--- src/design/gde_pkg.sv ---
`timescale 1ns / 1ps
// Package: shared constants, codes and controller/datapath types for the DFS engine.
package gde_pkg;

    localparam int VERT_W  = 6;
    localparam int FUNC_W  = 2;
    localparam int STAT_W  = 2;
    localparam int TOTAL_W = 7;

    localparam int MAX_VERTICES_DEF = 64;
    localparam int MAX_DEGREE_DEF   = 64;

    localparam logic [FUNC_W-1:0] FUNC_ADD    = 2'd0;
    localparam logic [FUNC_W-1:0] FUNC_EDGE   = 2'd1;
    localparam logic [FUNC_W-1:0] FUNC_REMOVE = 2'd2;
    localparam logic [FUNC_W-1:0] FUNC_SEARCH = 2'd3;

    localparam logic [STAT_W-1:0] ST_OK      = 2'd0;
    localparam logic [STAT_W-1:0] ST_MISSING = 2'd1;
    localparam logic [STAT_W-1:0] ST_FULL    = 2'd2;

    typedef enum logic [4:0] {
        S_IDLE, S_DISPATCH,
        S_E_RDB, S_E_CHK, S_E_WRB,
        S_R_U, S_R_CNT, S_R_RD, S_R_CMP, S_R_SH, S_R_MV, S_R_NEXT,
        S_S_TOP, S_S_LD, S_S_CNT, S_S_NEXT, S_S_W,
        S_EM_RD, S_EM_OUT,
        S_RESULT
    } gde_state_t;

    typedef enum logic [4:0] {
        OP_NOP, OP_LOAD, OP_ADD, OP_ERR, OP_FULL,
        OP_E_RDA, OP_E_RDB, OP_E_WRA, OP_E_WRB,
        OP_R_START, OP_R_U, OP_R_CNT, OP_R_RD, OP_R_INC, OP_R_SHRD, OP_R_MV,
        OP_R_CNTWR, OP_R_NEXT,
        OP_S_START, OP_S_TOP, OP_S_LD, OP_S_CNT, OP_S_ADV, OP_S_POP, OP_S_PUSH,
        OP_EM_LOAD, OP_RES
    } gde_op_t;

    typedef struct packed {
        gde_op_t op;
        logic    in_ready;
    } gde_cmd_t;

    typedef struct packed {
        logic              in_valid;
        logic [FUNC_W-1:0] func;
        logic              a_bad;
        logic              edge_bad;
        logic              a_pres;
        logic              full;
        logic              i_ge_n;
        logic              match;
        logic              sh_end;
        logic              u_pres;
        logic              u_end;
        logic              sp_one;
        logic              w_seen;
        logic              em_last;
        logic              out_free;
    } gde_status_t;

endpackage

--- src/design/gde_ctrl.sv ---
`timescale 1ns / 1ps
// Controller: sequences each operation as datapath commands.
module gde_ctrl (
    input  logic                 clk,
    input  logic                 rst_n,
    input  gde_pkg::gde_status_t sts,
    output gde_pkg::gde_cmd_t    cmd
);

    gde_pkg::gde_state_t state_reg, state_next;

    always_ff @(posedge clk or negedge rst_n)
    begin
        if (!rst_n)
        begin
            state_reg <= gde_pkg::S_IDLE;
        end
        else
        begin
            state_reg <= state_next;
        end
    end

    always_comb
    begin
        state_next   = state_reg;
        cmd.op       = gde_pkg::OP_NOP;
        cmd.in_ready = 1'b0;
        case (state_reg)
            gde_pkg::S_IDLE:
            begin
                cmd.in_ready = 1'b1;
                if (sts.in_valid)
                begin
                    cmd.op     = gde_pkg::OP_LOAD;
                    state_next = gde_pkg::S_DISPATCH;
                end
            end
            gde_pkg::S_DISPATCH:
            begin
                state_next = gde_pkg::S_RESULT;
                case (sts.func)
                    gde_pkg::FUNC_ADD:
                        cmd.op = sts.a_bad ? gde_pkg::OP_ERR : gde_pkg::OP_ADD;
                    gde_pkg::FUNC_EDGE:
                    begin
                        if (sts.edge_bad)
                        begin
                            cmd.op = gde_pkg::OP_ERR;
                        end
                        else
                        begin
                            cmd.op     = gde_pkg::OP_E_RDA;
                            state_next = gde_pkg::S_E_RDB;
                        end
                    end
                    gde_pkg::FUNC_REMOVE:
                    begin
                        if (sts.a_bad || !sts.a_pres)
                        begin
                            cmd.op = gde_pkg::OP_ERR;
                        end
                        else
                        begin
                            cmd.op     = gde_pkg::OP_R_START;
                            state_next = gde_pkg::S_R_U;
                        end
                    end
                    default:
                    begin
                        if (sts.a_bad)
                        begin
                            cmd.op = gde_pkg::OP_ERR;
                        end
                        else
                        begin
                            cmd.op     = gde_pkg::OP_S_START;
                            state_next = gde_pkg::S_S_TOP;
                        end
                    end
                endcase
            end
            gde_pkg::S_E_RDB:
            begin
                cmd.op     = gde_pkg::OP_E_RDB;
                state_next = gde_pkg::S_E_CHK;
            end
            gde_pkg::S_E_CHK:
            begin
                if (sts.full)
                begin
                    cmd.op     = gde_pkg::OP_FULL;
                    state_next = gde_pkg::S_RESULT;
                end
                else
                begin
                    cmd.op     = gde_pkg::OP_E_WRA;
                    state_next = gde_pkg::S_E_WRB;
                end
            end
            gde_pkg::S_E_WRB:
            begin
                cmd.op     = gde_pkg::OP_E_WRB;
                state_next = gde_pkg::S_RESULT;
            end
            gde_pkg::S_R_U:
            begin
                if (sts.u_pres)
                begin
                    cmd.op     = gde_pkg::OP_R_U;
                    state_next = gde_pkg::S_R_CNT;
                end
                else
                begin
                    state_next = gde_pkg::S_R_NEXT;
                end
            end
            gde_pkg::S_R_CNT:
            begin
                cmd.op     = gde_pkg::OP_R_CNT;
                state_next = gde_pkg::S_R_RD;
            end
            gde_pkg::S_R_RD:
            begin
                if (sts.i_ge_n)
                begin
                    state_next = gde_pkg::S_R_NEXT;
                end
                else
                begin
                    cmd.op     = gde_pkg::OP_R_RD;
                    state_next = gde_pkg::S_R_CMP;
                end
            end
            gde_pkg::S_R_CMP:
            begin
                if (sts.match)
                begin
                    state_next = gde_pkg::S_R_SH;
                end
                else
                begin
                    cmd.op     = gde_pkg::OP_R_INC;
                    state_next = gde_pkg::S_R_RD;
                end
            end
            gde_pkg::S_R_SH:
            begin
                if (sts.sh_end)
                begin
                    cmd.op     = gde_pkg::OP_R_CNTWR;
                    state_next = gde_pkg::S_R_NEXT;
                end
                else
                begin
                    cmd.op     = gde_pkg::OP_R_SHRD;
                    state_next = gde_pkg::S_R_MV;
                end
            end
            gde_pkg::S_R_MV:
            begin
                cmd.op     = gde_pkg::OP_R_MV;
                state_next = gde_pkg::S_R_SH;
            end
            gde_pkg::S_R_NEXT:
            begin
                if (sts.u_end)
                begin
                    state_next = gde_pkg::S_RESULT;
                end
                else
                begin
                    cmd.op     = gde_pkg::OP_R_NEXT;
                    state_next = gde_pkg::S_R_U;
                end
            end
            gde_pkg::S_S_TOP:
            begin
                cmd.op     = gde_pkg::OP_S_TOP;
                state_next = gde_pkg::S_S_LD;
            end
            gde_pkg::S_S_LD:
            begin
                cmd.op     = gde_pkg::OP_S_LD;
                state_next = gde_pkg::S_S_CNT;
            end
            gde_pkg::S_S_CNT:
            begin
                cmd.op     = gde_pkg::OP_S_CNT;
                state_next = gde_pkg::S_S_NEXT;
            end
            gde_pkg::S_S_NEXT:
            begin
                if (sts.i_ge_n)
                begin
                    cmd.op     = gde_pkg::OP_S_POP;
                    state_next = sts.sp_one ? gde_pkg::S_EM_RD : gde_pkg::S_S_TOP;
                end
                else
                begin
                    cmd.op     = gde_pkg::OP_S_ADV;
                    state_next = gde_pkg::S_S_W;
                end
            end
            gde_pkg::S_S_W:
            begin
                if (sts.w_seen)
                begin
                    state_next = gde_pkg::S_S_NEXT;
                end
                else
                begin
                    cmd.op     = gde_pkg::OP_S_PUSH;
                    state_next = gde_pkg::S_S_TOP;
                end
            end
            gde_pkg::S_EM_RD:
            begin
                state_next = gde_pkg::S_EM_OUT;
            end
            gde_pkg::S_EM_OUT:
            begin
                if (sts.out_free)
                begin
                    cmd.op     = gde_pkg::OP_EM_LOAD;
                    state_next = sts.em_last ? gde_pkg::S_IDLE : gde_pkg::S_EM_RD;
                end
            end
            gde_pkg::S_RESULT:
            begin
                if (sts.out_free)
                begin
                    cmd.op     = gde_pkg::OP_RES;
                    state_next = gde_pkg::S_IDLE;
                end
            end
            default:
            begin
                state_next = gde_pkg::S_IDLE;
            end
        endcase
    end

endmodule

--- config.mk ---
export PLATFORM = sky130hd
export DESIGN_NAME = gde_ctrl
export DESIGN_NICKNAME = d
export VERILOG_FILES = /design/src/design/gde_pkg.sv /design/src/design/gde_ctrl.sv
export SDC_FILE = /design/constraint.sdc
export NUM_CORES = 1
export LEC_CHECK = 0
export BUFFER_PORTS_ARGS = -buffer_cell sky130_fd_sc_hd__buf_2
export CAP_MARGIN = 20
export CORE_ASPECT_RATIO = 1.2
export CORE_MARGIN = 1.5
export CORE_UTILIZATION = 53
export CTS_CLUSTER_SIZE = 14
export DETAILED_ROUTE_END_ITERATION = 10
export PLACE_DENSITY = 0.82
export SLEW_MARGIN = 20
export SYNTH_ARGS = -nofsm -noshare
export SYNTH_HDL_FRONTEND = slang
export SYNTH_SLANG_ARGS = --single-unit
export TNS_END_PERCENT = 1
--- constraint.sdc ---
create_clock -name clk -period 1.98 [get_ports clk]
set_input_delay 0.099 -clock clk [delete_from_list [all_inputs] [get_ports clk]]
set_output_delay 0.099 -clock clk [all_outputs]
set_load 0.01 [all_outputs]
==> impl_metrics.yaml <==
status:
  outcome: "complete, but fails checks"
  violations: "setup timing"
setup_path:
  worstPathMaxFanout: 8
  worst_ep_arrival_time_ps: 1970
  path_cells: "buf_6 > nor2b_4 > a21oi_2 > nor2_1 > or4_1 > buf_2"
  critPathSlowestCell: "or4_1"
  required_ps: 1880
  cp-end-kind: "primary output"
  cp_slowest_stage_delay_ps: 580
  reg2reg_setup_slack_ps: 150
  crit_path_start_kind: "register"
  path_class: "register to primary output"
global_route:
  grt_max_degree: 17
  grtUsageTotal_pct: 34.2
  grt_overflow: 0
  grt_pass1_wl_microns: 5510
  grt_antenna_before_repair: 0
  first_global_vias: 1197
layout:
  final_core_util_pct: 82.5
  final_cells: 213
  syn_to_final_growth_pct: 44.4
  layout.nets: 219
  layout-drive-gt1-share_pct: 35.4
  n_antenna_cell: 0
  largest_reg_flops: 5
  stdcell_area_sq_um: 1370
power:
  pwr-share-seq_pct: 11.0
  swShare_pct: 51.3
  cell_internal_pwr_uw: 988
  p_sw_uw: 1040
  clkPwrFrac_pct: 5.8
  peakVddDrop_v: 0.00136
  combPwrFrac_pct: 83.2
  power_density_nw_per_um2: 1480
  p_leak_uw: 0.000662
route:
  wl_met2_microns: 1810
  viasPerCell: 6.80
  initialDrtViolationCount: 133
  wl_per_cell_microns: 18.5
  drcViolationCount: 0
  finalWirelength_microns: 3950
  vias: 1449
  first_pass_iters: 6
  highest_layer: "met4"
  route.met3.wl_microns: 455
  ant_nets: 0
  wl_met1_microns: 1370
synthesis:
  synth_cell_types: 38
  syn_nets: 173
  avgSynthCellArea_sq_um: 6.33
  yosysWarningCount: 0
  synthTopCellsByCount: "22 x nor2_1, 15 x nand2_1, 12 x a21oi_1, 12 x o21ai_0, 11 x inv_1"
  synth.most_common_cell: "nor2_1"
  async_flop_share_pct: 100
  synthTopCellsByArea: "dfrtp_1 13%, nor2_1 8.7%, ha_1 6.6%"
  ys_seq_elements: 5
  synth_ff_type: "dfrtp_1"
  synth_top_cell_by_area: "dfrtp_1"
  synth_edf_count: 0
  netlist_instances: 150
  netlist_area_sq_um: 950
  synth_top_area_share_pct: 13.2
  ys_seq_area_share_pct: 13.2
die:
  core_sq_um: 1660
  rows: 16
  start_util_pct: 57.2
  die_area_sq_um: 2060
  die_w_microns: 41.6
  ioPinCount: 24
  die_h_microns: 49.4
timing:
  max_freq_mhz: 483
  slew_headroom_pct: 67.4
  skew_ps: 2.64
  rsz0062_at_grt: "yes"
  maxSlewViolCount: 0
  post-route-min-period_ps: 2070
  tightest_slew_ps: 485
  setup_slack_ps: -92.0
  tns_ps: -92.0
  setup_violations: 1
  period_share_pct: 105
  hold_violations: 0
run:
  drv_cap: 0
cts:
  clk_latency_ps: 250
  root_buffer: "clkbuf_4"
  ctsLongestPathBuffers: 2
  cts.sinks: 5
  clkTransAtPathRegs_ps: 40
  htreeDepth: 1
  cts_tree: "built"
  numCtsBuffers: 3
placed_design:
  portBuffers: 23
  dp_hpwl_microns: 2550
  dpl_cell_area_sq_um: 1150
  place_ws_ps: 133
  place_inst: 197
  place_congestion: 0.989
hold_path:
  hp-class: "primary input to async pin"
worst paths after layout:
kind	from	endpoint	cells after the start
max	state_reg[0]	cmd[2]	6
min	rst_n	state_reg[1]	2
max reg2reg	state_reg[2]	state_reg[0]	6
min reg2reg	state_reg[4]	state_reg[3]	3
max in group asynchronous	rst_n	state_reg[2]	2
min in group clk	sts[15]	state_reg[0]	5
layout make-up:
| class | instances | area (sq um) |
|---|---|---|
| multi-input cells | 126 | 812 |
| repair buffers | 49 | 340 |
| fillers | 107 | 290 |
| flip-flops and latches | 5 | 128 |
| inverters | 11 | 41.3 |
| clock buffers | 3 | 22.5 |
| well taps | 18 | 22.5 |
| clock inverters | 1 | 5.00 |
layout by cell type (no fill, tap or decap), types with 2 or more instances in the layout:
master | Yosys | final
nor2_1 | 22 | 19
nand2b_1 | 7 | 5
dfrtp_2 | 0 | 2
and2_1 | 3 | 2
buf_4 | 0 | 20
nor2_2 | 0 | 3
nor2b_4 | 0 | 2
nand2b_4 | 0 | 2
nand2_1 | 15 | 15
o32ai_1 | 3 | 3
o21ai_0 | 12 | 11
a211oi_1 | 2 | 2
nor2b_1 | 4 | 2
buf_6 | 0 | 4
inv_1 | 11 | 11
a31oi_1 | 3 | 3
ha_1 | 5 | 5
a21o_1 | 2 | 2
buf_2 | 7 | 23
o21ai_2 | 0 | 2
o22a_1 | 2 | 2
and3_1 | 2 | 2
a21oi_1 | 12 | 11
a22oi_1 | 3 | 3
nand3_1 | 3 | 3
nor3_1 | 8 | 8
clkbuf_4 | 0 | 3
dfrtp_1 | 5 | 3
metal layers:
| layer | up-vias | GRT usage [%] |
|---|---|---|
| li1 | 628 | - |
| met1 | 632 | 41.7 |
| met2 | 146 | 58.6 |
| met3 | 43 | 4.44 |
| met4 | 0 | 15.6 |
| met5 | - | 0 |
per-stage QoR:
step                hold slack (ps)  power [uW]
finish                          209        2030
global route                    219        2130
CTS                             198        1680
detailed placement            -84.0        1480
global placement              -89.3        1460
floorplan                      -197        1010
critical path, delay by kind of cell, from the launching register on:
kind | cells | cell delay [ps]
AND/OR/NAND/NOR | 3 | 780
flip-flops | 1 | 480
AO/OA/AOI/OAI | 1 | 140
buffers and inverters | 2 | 320
power groups by stage:
stage / Clock (uW) / Sequential, uW / Combinational (uW)
2_1_floorplan: 0 / 186 / 826
3_3_place_gp: 0 / 220 / 1250
3_5_place_dp: 0 / 220 / 1260
4_1_cts: 121 / 207 / 1350
5_1_grt: 124 / 229 / 1780
6_report: 117 / 224 / 1690
what timing repair did:
item | 4_1_cts | 5_1_grt
hold buffers | 1 | 0
hold endpoints to repair | 5 | 0
buffers inserted | 4 | 7
pin swaps | 3 | 10
resized for setup | 6 | 17
setup endpoints to repair | 4 | 4
cell families after synthesis:
logic type,synth area share (%)
and+or+nand+nor,37.5
AOI/OAI and AO/OA,34.3
adders and majority gates,6.59
buffers and inverters,8.43
DFF,13.2
No activity file was read; power rests on OpenSTA's default activity.
